`config.mk`:
```
export PLATFORM = sky130hd
export DESIGN_NAME = config_record_validate_select
export DESIGN_NICKNAME = d
export VERILOG_FILES = /design/src/crvs_pkg.sv /design/src/crvs_record.sv /design/src/config_record_validate_select.sv
export SDC_FILE = /design/constraint.sdc
export NUM_CORES = 1
export LEC_CHECK = 0
export ABC_AREA = 0
export BUFFER_PORTS_ARGS = -buffer_cell sky130_fd_sc_hd__buf_2
export CAP_MARGIN = 20
export CELL_PAD_IN_SITES_DETAIL_PLACEMENT = 0
export CELL_PAD_IN_SITES_GLOBAL_PLACEMENT = 1
export CORE_MARGIN = 10
export CORE_UTILIZATION = 40
export CTS_BUF_LIST = sky130_fd_sc_hd__clkbuf_2
export DETAILED_ROUTE_END_ITERATION = 10
export PLACE_DENSITY = 0.72
export SETUP_SLACK_MARGIN = 0.05
export SYNTH_ARGS = -nofsm -noshare
export SYNTH_HDL_FRONTEND = slang
export SYNTH_SLANG_ARGS = --single-unit
```
`constraint.sdc`:
```
create_clock -name clk -period 20.9 [get_ports clk]
set_clock_uncertainty 0.2 [all_clocks]
set_input_delay 1.045 -clock clk [delete_from_list [all_inputs] [get_ports clk]]
set_output_delay 1.045 -clock clk [all_outputs]
set_load 0.03 [all_outputs]
```
`src/crvs_pkg.sv`:
```
package crvs_pkg;

	localparam int unsigned RECORD_SLOTS = 2;
	localparam int unsigned REC_LEN      = 20;
	localparam int unsigned CRC_LEN      = 16;

	localparam logic [4:0]  LAST_POS     = 5'(REC_LEN - 1);
	localparam logic [4:0]  CRC_END_POS  = 5'(CRC_LEN);
	localparam logic [31:0] CRC_POLY     = 32'hEDB8_8320;
	localparam logic [31:0] ALL_ONES     = 32'hFFFF_FFFF;
	localparam logic [7:0]  SCHEMA_VALUE = 8'd1;
	localparam logic [31:0] MIN_VERSION_RESET = 32'd1;

	typedef enum logic [2:0] {
		ST_OK        = 3'd0,
		ST_BAD_MAGIC = 3'd1,
		ST_BAD_SCHEMA = 3'd2,
		ST_CRC_FAIL  = 3'd3,
		ST_VER_LOW   = 3'd4
	} crvs_status_t;

	typedef struct packed {
		logic [7:0] data_byte;
		logic [2:0] slot_index;
		logic       first_of_pass;
	} crvs_in_t;

	typedef struct packed {
		logic        record_ok;
		logic [2:0]  status;
		logic [31:0] record_version;
		logic [7:0]  temperature_high;
		logic [7:0]  humidity_high;
		logic [15:0] gas_high;
		logic [7:0]  temperature_rise;
		logic [15:0] gas_rise;
		logic        best_found;
		logic [2:0]  best_slot;
		logic [31:0] best_version;
	} crvs_out_t;

	// per-item view of the record parser, seen by the selection logic
	typedef struct packed {
		logic         first;
		logic         last;
		crvs_status_t status;
		logic [31:0]  version;
		logic [31:0]  version_raw;
		logic [7:0]   temperature_high;
		logic [7:0]   humidity_high;
		logic [15:0]  gas_high;
		logic [7:0]   temperature_rise;
		logic [15:0]  gas_rise;
	} crvs_rec_t;

	function automatic logic [7:0] magic_byte(logic [1:0] idx);
		logic [7:0] r;
		case (idx)
			2'd0:    r = 8'h4C;
			2'd1:    r = 8'h54;
			2'd2:    r = 8'h48;
			default: r = 8'h52;
		endcase
		return r;
	endfunction

	// reflected CRC-32, one byte unrolled over eight bit steps
	function automatic logic [31:0] crc_byte(logic [31:0] crc, logic [7:0] b);
		logic [31:0] c;
		c = crc ^ {24'd0, b};
		for (int k = 0; k < 8; k++) begin
			c = c[0] ? ((c >> 1) ^ CRC_POLY) : (c >> 1);
		end
		return c;
	endfunction

endpackage

```
`src/crvs_record.sv`:
```
module crvs_record (
	input  logic                 clk,
	input  logic                 arst_n,
	input  logic                 accept,
	input  logic [7:0]           data_byte,
	input  logic [31:0]          min_version,
	output crvs_pkg::crvs_rec_t  rec
);

	logic [4:0]  pos_q;
	logic [31:0] crc_q;
	logic        magic_q;
	logic        schema_q;
	logic [31:0] version_q;
	logic [7:0]  temp_high_q;
	logic [7:0]  hum_high_q;
	logic [15:0] gas_high_q;
	logic [7:0]  temp_rise_q;
	logic [15:0] gas_rise_q;
	logic [23:0] stored_q;

	logic [31:0] crc_base;
	logic [31:0] crc_next;
	logic [31:0] stored;
	logic        show;
	crvs_pkg::crvs_status_t status;

	always_comb begin
		crc_base = (pos_q == 5'd0) ? crvs_pkg::ALL_ONES : crc_q;
		crc_next = crvs_pkg::crc_byte(crc_base, data_byte);
		stored   = {data_byte, stored_q};

		if (!magic_q) begin
			status = crvs_pkg::ST_BAD_MAGIC;
		end else if (!schema_q) begin
			status = crvs_pkg::ST_BAD_SCHEMA;
		end else if (stored != ~crc_q) begin
			status = crvs_pkg::ST_CRC_FAIL;
		end else if (version_q < min_version) begin
			status = crvs_pkg::ST_VER_LOW;
		end else begin
			status = crvs_pkg::ST_OK;
		end
		show = (status == crvs_pkg::ST_OK) || (status == crvs_pkg::ST_VER_LOW);

		rec.first            = (pos_q == 5'd0);
		rec.last             = (pos_q == crvs_pkg::LAST_POS);
		rec.status           = status;
		rec.version_raw      = version_q;
		rec.version          = show ? version_q   : 32'd0;
		rec.temperature_high = show ? temp_high_q : 8'd0;
		rec.humidity_high    = show ? hum_high_q  : 8'd0;
		rec.gas_high         = show ? gas_high_q  : 16'd0;
		rec.temperature_rise = show ? temp_rise_q : 8'd0;
		rec.gas_rise         = show ? gas_rise_q  : 16'd0;
	end

	always_ff @(posedge clk or negedge arst_n) begin
		if (!arst_n) begin
			pos_q    <= 5'd0;
			crc_q    <= crvs_pkg::ALL_ONES;
			magic_q  <= 1'b1;
			schema_q <= 1'b1;
		end else if (accept) begin
			if (pos_q == crvs_pkg::LAST_POS) begin
				pos_q    <= 5'd0;
				crc_q    <= crvs_pkg::ALL_ONES;
				magic_q  <= 1'b1;
				schema_q <= 1'b1;
			end else begin
				pos_q <= pos_q + 5'd1;
				if (pos_q < crvs_pkg::CRC_END_POS) begin
					crc_q <= crc_next;
				end
				if (pos_q < 5'd4) begin
					magic_q <= magic_q & (data_byte == crvs_pkg::magic_byte(pos_q[1:0]));
				end
				if (pos_q == 5'd4) begin
					schema_q <= (data_byte == crvs_pkg::SCHEMA_VALUE);
				end
			end
		end
	end

	// every field byte is written once per record before it is read
	always_ff @(posedge clk) begin
		if (accept) begin
			case (pos_q)
				5'd5:    version_q[7:0]    <= data_byte;
				5'd6:    version_q[15:8]   <= data_byte;
				5'd7:    version_q[23:16]  <= data_byte;
				5'd8:    version_q[31:24]  <= data_byte;
				5'd9:    temp_high_q       <= data_byte;
				5'd10:   hum_high_q        <= data_byte;
				5'd11:   gas_high_q[7:0]   <= data_byte;
				5'd12:   gas_high_q[15:8]  <= data_byte;
				5'd13:   temp_rise_q       <= data_byte;
				5'd14:   gas_rise_q[7:0]   <= data_byte;
				5'd15:   gas_rise_q[15:8]  <= data_byte;
				5'd16:   stored_q[7:0]     <= data_byte;
				5'd17:   stored_q[15:8]    <= data_byte;
				5'd18:   stored_q[23:16]   <= data_byte;
				default: ;
			endcase
		end
	end

endmodule

```
`src/config_record_validate_select.sv`:
```
// Configuration record checker with best-slot selection.
//
// Byte channel (byte_valid / byte_stall / byte_item): one record byte per
// item, byte 0 first, 20 bytes to a record, tagged with its slot number.
// first_of_pass on byte 0 clears the current best selection.
// Result channel (res_valid / res_stall / res_item): one item per record,
// registered, valid the cycle after the 20th byte is accepted. It carries
// the check status, the decoded fields and the best slot after this record.
// Bytes 0..18 of a record produce no result.
// cfg_we / cfg_wdata write min_version (reset value 1).
// Throughput: one byte per cycle when byte_stall is low. The CRC-32 step over
// a whole byte and the field capture finish in the accepting cycle; the final
// checks and the selection update feed the result register directly.
// Stall: a pending result held by res_stall blocks only the last byte of
// the next record; bytes 0..18 keep flowing into the parser.
// Reset: parser restarts at byte 0, no best slot is held, the result
// register is empty.
module config_record_validate_select (
	input  logic                 clk,
	input  logic                 arst_n,
	input  logic                 byte_valid,
	output logic                 byte_stall,
	input  crvs_pkg::crvs_in_t   byte_item,
	output logic                 res_valid,
	input  logic                 res_stall,
	output crvs_pkg::crvs_out_t  res_item,
	input  logic                 cfg_we,
	input  logic [31:0]          cfg_wdata
);

	logic [31:0]         min_version_q;
	logic                accept;
	crvs_pkg::crvs_rec_t rec;

	logic        best_valid_q;
	logic [2:0]  best_slot_q;
	logic [31:0] best_version_q;
	logic        best_valid_n;
	logic [2:0]  best_slot_n;
	logic [31:0] best_version_n;
	logic        win;
	logic        load;

	logic               res_valid_q;
	crvs_pkg::crvs_out_t res_q;

	assign byte_stall = res_valid_q && res_stall && rec.last;
	assign accept     = byte_valid && !byte_stall;
	assign load       = accept && rec.last;

	crvs_record u_record (
		.clk         (clk),
		.arst_n      (arst_n),
		.accept      (accept),
		.data_byte   (byte_item.data_byte),
		.min_version (min_version_q),
		.rec         (rec)
	);

	always_ff @(posedge clk or negedge arst_n) begin
		if (!arst_n) begin
			min_version_q <= crvs_pkg::MIN_VERSION_RESET;
		end else if (cfg_we) begin
			min_version_q <= cfg_wdata;
		end
	end

	always_comb begin
		win = (rec.status == crvs_pkg::ST_OK)
			&& ({1'b0, byte_item.slot_index} < 4'(crvs_pkg::RECORD_SLOTS))
			&& (!best_valid_q || (rec.version_raw > best_version_q));
		best_valid_n   = best_valid_q;
		best_slot_n    = best_slot_q;
		best_version_n = best_version_q;
		if (rec.first && byte_item.first_of_pass) begin
			best_valid_n   = 1'b0;
			best_slot_n    = 3'd0;
			best_version_n = 32'd0;
		end else if (rec.last && win) begin
			best_valid_n   = 1'b1;
			best_slot_n    = byte_item.slot_index;
			best_version_n = rec.version_raw;
		end
	end

	always_ff @(posedge clk or negedge arst_n) begin
		if (!arst_n) begin
			best_valid_q   <= 1'b0;
			best_slot_q    <= 3'd0;
			best_version_q <= 32'd0;
		end else if (accept) begin
			best_valid_q   <= best_valid_n;
			best_slot_q    <= best_slot_n;
			best_version_q <= best_version_n;
		end
	end

	always_ff @(posedge clk or negedge arst_n) begin
		if (!arst_n) begin
			res_valid_q <= 1'b0;
		end else if (load) begin
			res_valid_q <= 1'b1;
		end else if (!res_stall) begin
			res_valid_q <= 1'b0;
		end
	end

	always_ff @(posedge clk) begin
		if (load) begin
			res_q.record_ok        <= (rec.status == crvs_pkg::ST_OK);
			res_q.status           <= rec.status;
			res_q.record_version   <= rec.version;
			res_q.temperature_high <= rec.temperature_high;
			res_q.humidity_high    <= rec.humidity_high;
			res_q.gas_high         <= rec.gas_high;
			res_q.temperature_rise <= rec.temperature_rise;
			res_q.gas_rise         <= rec.gas_rise;
			res_q.best_found       <= best_valid_n;
			res_q.best_slot        <= best_slot_n;
			res_q.best_version     <= best_version_n;
		end
	end

	assign res_valid = res_valid_q;
	assign res_item  = res_q;

endmodule

```
==> summary.txt, run 1 <==
Status: finished clean
Count leader, synth: edfxtp_1
Library cells used by synthesis: 54
Synth Flop Type: edfxtp_1
Max-cap violations: 0
Slew margin rel.: 0.341
Pre-CTS WS: 15.81 ns
First-pass GRT wire length: 65900 µm
Sum Neg Setup Slack: 0 ns
Tmin final: 4.33 ns
Routed len/inst: 20.0 µm
Via density: 5.06
Initial DRC count: 686
Slowest stage delay, CP: 0.58 ns
Fin. Hold Viols: 0
CP most frequent cell: buf_4
ANT nets after route: 0
First-pass DRT Iterations: 5
Peak supply drop: 0.000115 V
Cell at the root of the clock tree: clkbuf_2
Crit path cell chain: xnor2_1 -> or4_1 -> or4_1 -> buf_4 -> nor3_4 -> buf_4 -> o211a_1 -> buf_4 -> and2_1 -> buf_4 -> o21ai_0
Max Slew Vio Count: 0
Crit end category: flip-flop
GPL Wtd Cong: 0.844
FF+latch count, synth: 348
CTS buffer count: 92
Via count: 11000
Clk sinks: 348
Layout cells sized above 1: 0.238
Startpoint Class: flip-flop
I/O Pins: 179
Fin crit share: 0.207
RSZ-0062 raised after global routing: false
Critical path arrival: 4.83 ns
Top-area cell type share of the netlist area: 0.455
EDFF count, synth: 240
Total Routing Usage GR: 0.178
Async set-reset flop share out of synthesis: 0.310
Drc violations: 0
Initial antenna violation count: 1
Vias in the first global route: 11300
Worst setup margin: 16.57 ns
HP Class: input port to flip-flop
Final net count: 1689
Starting Density: 0.407
Wirelength, routed: 43300 µm
Worst path required time: 21.39 ns
Die ar.: 48000 µm²
Area grow syn2layout: 16.0%
Syn Area/Cell: 11.9 µm²
Resize count post-CTS: 0
Pin count of the biggest net entering global routing: 68
Ys Warns: 0
Worst slew pin tran: 0.987 ns
Post-Syn Area: 15800 µm²
Top cells by count, synth: edfxtp_1 (240), nand2_1 (125), inv_1 (107)
Die width: 219 µm
Detailed Place HPWL: 29000 µm
CP max FO: 59
CTS tree: built
Register area share after synthesis: 0.629
Core area: 38900 µm²
Critical path's slowest cell: dfstp_2
IO Port Bufs: 178
Pwr dens: 112 nW/µm²
Longest Clk Path Bufs: 3
Number of setup violations in the final report: 0
Synth Net Count: 1447
Synth Instances: 1330
Clk_lat worst skew: 1.00 ns
Die Height: 219 µm
Register clock-pin slew on the reported worst setup and hold paths: 0.12 ns
P_leak: 7.29 nW
Grt ovf: 0
Synth area leaders: edfxtp_1 (46%), dfrtp_1 (12%), dfstp_2 (5.8%)
F_max: 231 MHz
Setup Crit Path Kind: flip-flop to flip-flop
Num rows: 72
Post-synth top area cell: edfxtp_1
H-tree depth: 3
-- where the power goes --
group          switching, W  internal [W]
registers         0.0000738      0.000828
clock network      0.000293      0.000218
logic              0.000360      0.000276
total              0.000726       0.00132
-- cell usage in the layout (no fill, tap or decap), types with 3 or more instances in the layout --
cell type      Yosys  routed
bufinv_16          0       4
xor2_1            35      35
xnor2_2            3       3
or4_1              3       3
dfrtp_1           73      73
and3_1             3       3
o22ai_1           34      34
clkinv_1           0      27
inv_1            107     107
nand3_1           42      42
a21boi_0           3       3
nor4_1            46      46
a21oi_1           60      59
dlygate4sd3_1      0      20
clkbuf_2           0     129
buf_4              2      22
ha_1              68      68
o21a_1             3       3
nor2b_1            4       4
and2_1            67      67
nor2_1            79      78
dfstp_2           35      35
nor3_1            11      10
o21ai_0           79      79
nand4_1           14      14
nand2_1          125     125
a21o_1             4       4
buf_2             14     179
o2111ai_1          3       3
xnor2_1           83      83
edfxtp_1         240     240
clkinv_2           0       8
-- cell type report --
class	count	area (µm²)
diodes	1	2.50
repair buffers	222	1270
clock buffers	129	646
inverters	107	402
well taps	518	648
multi-input cells	801	5170
clock inverters	41	277
flip-flops and latches	348	9950
fillers	3646	20500
-- stage by stage --
stage | utilization | hold WS [ns] | instances | cell area [µm²] | total power (W)
2_1_floorplan | - | 0.249 | 1330 | 15800 | 0.00139
3_3_place_gp | 0.443 | 0.262 | 1973 | 17200 | 0.00154
3_5_place_dp | 0.443 | 0.268 | 1974 | 17200 | 0.00155
4_1_cts | 0.472 | 0.00155 | 2164 | 18400 | 0.00207
5_1_grt | 0.472 | 0.0290 | 2167 | 18400 | 0.00217
6_report | 0.472 | 0.107 | 2167 | 18400 | 0.00205
-- path summary, 6_finish.rpt --
path                                                      from                             end  slack, ns  cells past startpoint
worst max-delay path            u_record.crc_q[15]$_DFFE_PN1P_           res_item[5]$_DFFE_PP_      16.57                     11
min in group asynchronous                               arst_n   min_version_q[13]$_DFFE_PN0P_       0.53                      2
worst min register to register      best_slot_q[1]$_DFFE_PN0P_      best_slot_q[1]$_DFFE_PN0P_       0.29                      1
worst max register to register  u_record.crc_q[15]$_DFFE_PN1P_           res_item[5]$_DFFE_PP_      16.57                     11
max in group asynchronous                               arst_n  best_version_q[30]$_DFFE_PN0P_      18.72                      3
worst min-delay path                             cfg_wdata[30]   min_version_q[30]$_DFFE_PN0P_       0.11                      3
-- registers in the layout, indices dropped and copies added (netlist names) --
| name | cells |
|---|---|
| best_slot_q | 3 |
| best_valid_q | 1 |
| best_version_q | 32 |
| min_version_q | 32 |
| res_item | 128 |
| res_valid | 1 |
| u_record.crc_q | 32 |
| u_record.gas_high_q | 16 |
| u_record.gas_rise_q | 16 |
| u_record.hum_high_q | 8 |
| u_record.magic_q | 1 |
| u_record.pos_q | 5 |
| u_record.schema_q | 1 |
| u_record.stored_q | 24 |
| u_record.temp_high_q | 8 |
| u_record.temp_rise_q | 8 |
| u_record.version_q | 32 |
-- routing by layer --
layer	up-vias	track usage	routed length (µm)
li1	5209	-	-
met5	-	0	0
met1	5343	0.222	18400
met2	333	0.296	21300
met4	0	0.0724	1160
met3	86	0.0378	2460
-- logic make-up (layout without fill, tap and decap cells) --
kind of cell,Yosys count,in the layout,synth area share
flip-flops,348,348,0.629
multiplexers,3,3,0.00198
AO/OA/AOI/OAI,201,201,0.0722
other,0,1,0
adder cells (fa/ha/maj),68,68,0.0537
AND/OR/NAND/NOR,407,407,0.128
XOR/XNOR,122,122,0.0694
buffers and inverters,181,499,0.0464
-- critical path: cells and delay by family, from the launching register on --
| family | cells | cell delay (ns) |
|---|---|---|
| DFF | 1 | 0.58 |
| and+or+nand+nor | 4 | 1.29 |
| buffers and inverters | 4 | 1.40 |
| AOI/OAI and AO/OA | 2 | 0.43 |
| xor gates and xnor gates | 1 | 0.09 |
-- timing repair --
action                                 4_1_cts  5_1_grt
endpoints found under the hold margin       66        0
setup buffers                                0        0
hold buffers                                20        0
No activity file was read; power rests on OpenSTA's default activity.
==> run 2, diff against run 1 <==
==> constraint.sdc (replaced) <==
create_clock -name clk -period 4.2 [get_ports clk]
set_clock_uncertainty 0.2 [all_clocks]
set_input_delay 0.21 -clock clk [delete_from_list [all_inputs] [get_ports clk]]
set_output_delay 0.21 -clock clk [all_outputs]
set_load 0.03 [all_outputs]
==> summary.txt, run 2 (synthesized netlist as in run 1, its figures left out) <==
Via count: 11700 (+6.7%)
Clk sinks: 348 (unchanged)
Reg2Reg Depth: 10 (-1)
Die Height: 219 µm (unchanged)
IO Port Bufs: 178 (unchanged)
Cell Area, Placed: 17400 µm² (+0.99%)
Pin count of the biggest net entering global routing: 99 (+46%)
ANT nets after route: 0 (unchanged)
F_max: 255 MHz (+11%)
Initial antenna violation count: 2 (+1)
Startpoint Class: flip-flop
CP max FO: 20 (-66%)
Max-cap violations: 0 (unchanged)
Num rows: 72 (unchanged)
Layout cells sized above 1: 0.230 (-0.00791)
Area grow syn2layout: 24.9%
Grt ovf: 0 (unchanged)
Tmin final: 3.92 ns (-0.418 ns)
Vias in the first global route: 12000 (+6.6%)
Wirelength, routed: 46900 µm (+8.5%)
Longest Clk Path Bufs: 3 (unchanged)
Die ar.: 48000 µm² (unchanged)
Starting Density: 0.407 (unchanged)
CTS tree: built
FF-to-FF setup slack: 0.28 ns (-16.28 ns)
First-pass DRT Iterations: 6 (+1)
Core area: 38900 µm² (unchanged)
Setup Crit Path Kind: flip-flop to flip-flop
I/O Pins: 179 (unchanged)
GPL Wtd Cong: 0.883 (+4.6%)
Worst slew pin tran: 1.05 ns (+0.0610 ns)
HP Class: input port to async pin
Post-route design area: 19800 µm² (+7.7%)
P_leak: 7.87 nW (+8.0%)
Number of setup violations in the final report: 0 (unchanged)
CTS buffer count: 90 (-2.2%)
Total Routing Usage GR: 0.192 (+0.0142)
Commonest non-fill, non-tap cell in the layout: edfxtp_1
Worst reg2reg startpoint: u_record.version_q[29]$_DFFE_PP_
Fin. Hold Viols: 0 (unchanged)
Initial DRC count: 856 (+25%)
Most frequent cells in the layout: edfxtp_1 (240), buf_2 (178), dlygate4sd3_1 (148), clkbuf_2 (134), nand2_1 (125)
Power, Total: 0.0103 W (+400%)
H-tree depth: 3 (unchanged)
Peak supply drop: 0.000271 V (+130%)
Slew margin rel.: 0.301 (-0.0392)
Sum Neg Setup Slack: 0 ns (unchanged)
Clk_lat worst skew: 0.96 ns (-0.04 ns)
Final net count: 1832 (+8.5%)
First-pass GRT wire length: 71100 µm (+7.9%)
RSZ-0062 raised after global routing: false
Worst path required time: 4.63 ns (-16.76 ns)
Register clock-pin slew on the reported worst setup and hold paths: 0.13 ns (about the same)
Cell at the root of the clock tree: clkbuf_2
Critical path arrival: 4.35 ns (-0.48 ns)
Reg2reg end: res_item[13]$_DFFE_PP_
Postcts setup bufs: 0 (unchanged)
Status: finished clean
Max FFs per register: 128 (unchanged)
Crit end category: flip-flop
# fillers: 3511 (-3.7%)
Die width: 219 µm (unchanged)
Detailed Place HPWL: 29700 µm (+2.4%)
Max Slew Vio Count: 0 (unchanged)
Fin crit share: 0.932 (+0.725)
Pwr dens: 522 nW/µm² (+370%)
Via density: 5.08 (+0.43%)
Routed len/inst: 20.4 µm (+2.1%)
Drc violations: 0 (unchanged)
Post-Layout Cell Count: 2303 (+6.3%)
Dpl cells: 1990 (+0.81%)
-- run 2: worst max path at each step --
stage                                           from                         end  slack, ns
floorplan              u_record.pos_q[3]$_DFFE_PN0P_       res_item[0]$_DFFE_PP_       0.33
global placement    u_record.version_q[14]$_DFFE_PP_       res_item[5]$_DFFE_PP_       0.22
detailed placement   u_record.version_q[5]$_DFFE_PP_       res_item[0]$_DFFE_PP_       0.44
CTS                 u_record.version_q[29]$_DFFE_PP_  best_slot_q[0]$_DFFE_PN0P_       0.27
global route        u_record.version_q[29]$_DFFE_PP_      res_item[13]$_DFFE_PP_        0.1
finish              u_record.version_q[29]$_DFFE_PP_      res_item[13]$_DFFE_PP_       0.28
-- run 2: layout make-up --
class / instances / area, µm² / area share
Sequential cell: 348 / 9950 / 0.503
Multi-Input combinational cell: 801 / 5180 / 0.262
Timing Repair Buffer: 367 / 2740 / 0.139
Clock buffer: 134 / 671 / 0.0339
Tap cell: 518 / 648 / 0.0328
Inverter: 107 / 402 / 0.0203
Clock inverter: 26 / 180 / 0.00911
Antenna cell: 2 / 5.00 / 0.000253
-- run 2: power breakdown --
group | internal, W | switching (W)
logic | 0.00154 | 0.00191
clock network | 0.00103 | 0.00140
registers | 0.00412 | 0.000336
-- run 2: routing by layer --
metal,track usage,up-vias,part of all wire
li1,-,5478,-
met1,0.242,5792,0.43
met2,0.324,363,0.49
met3,0.0392,77,0.059
met4,0.0637,0,0.021
met5,0,-,0
-- run 2: timing repair --
item,in CTS,in global routing
hold buffers,149,0
hold endpoints to repair,366,0
endpoints found under the setup margin,0,6
resized for setup,0,2
-- run 2: per-stage QoR --
stage	utilization	setup slack [ns]	hold WS (ns)
after global routing	0.508	0.0977	0.125
after global placement	0.447	0.223	-0.0362
after floorplan	-	0.334	-0.286
after detailed placement	0.447	0.436	-0.0327
final	0.508	0.285	0.141
after CTS	0.508	0.267	0.0733
-- run 2: critical path, cell delays in order, from the launching register on --
cell and delay (ns):
edfxtp_1 0.46, ha_1 0.34, nand4_1 0.18, nor4_1 0.11
and3_1 0.17, nor4_1 0.23, dlygate4sd3_1 0.64, o211a_1 0.17
and2_1 0.71, buf_8 0.25, o21ai_0 0.12
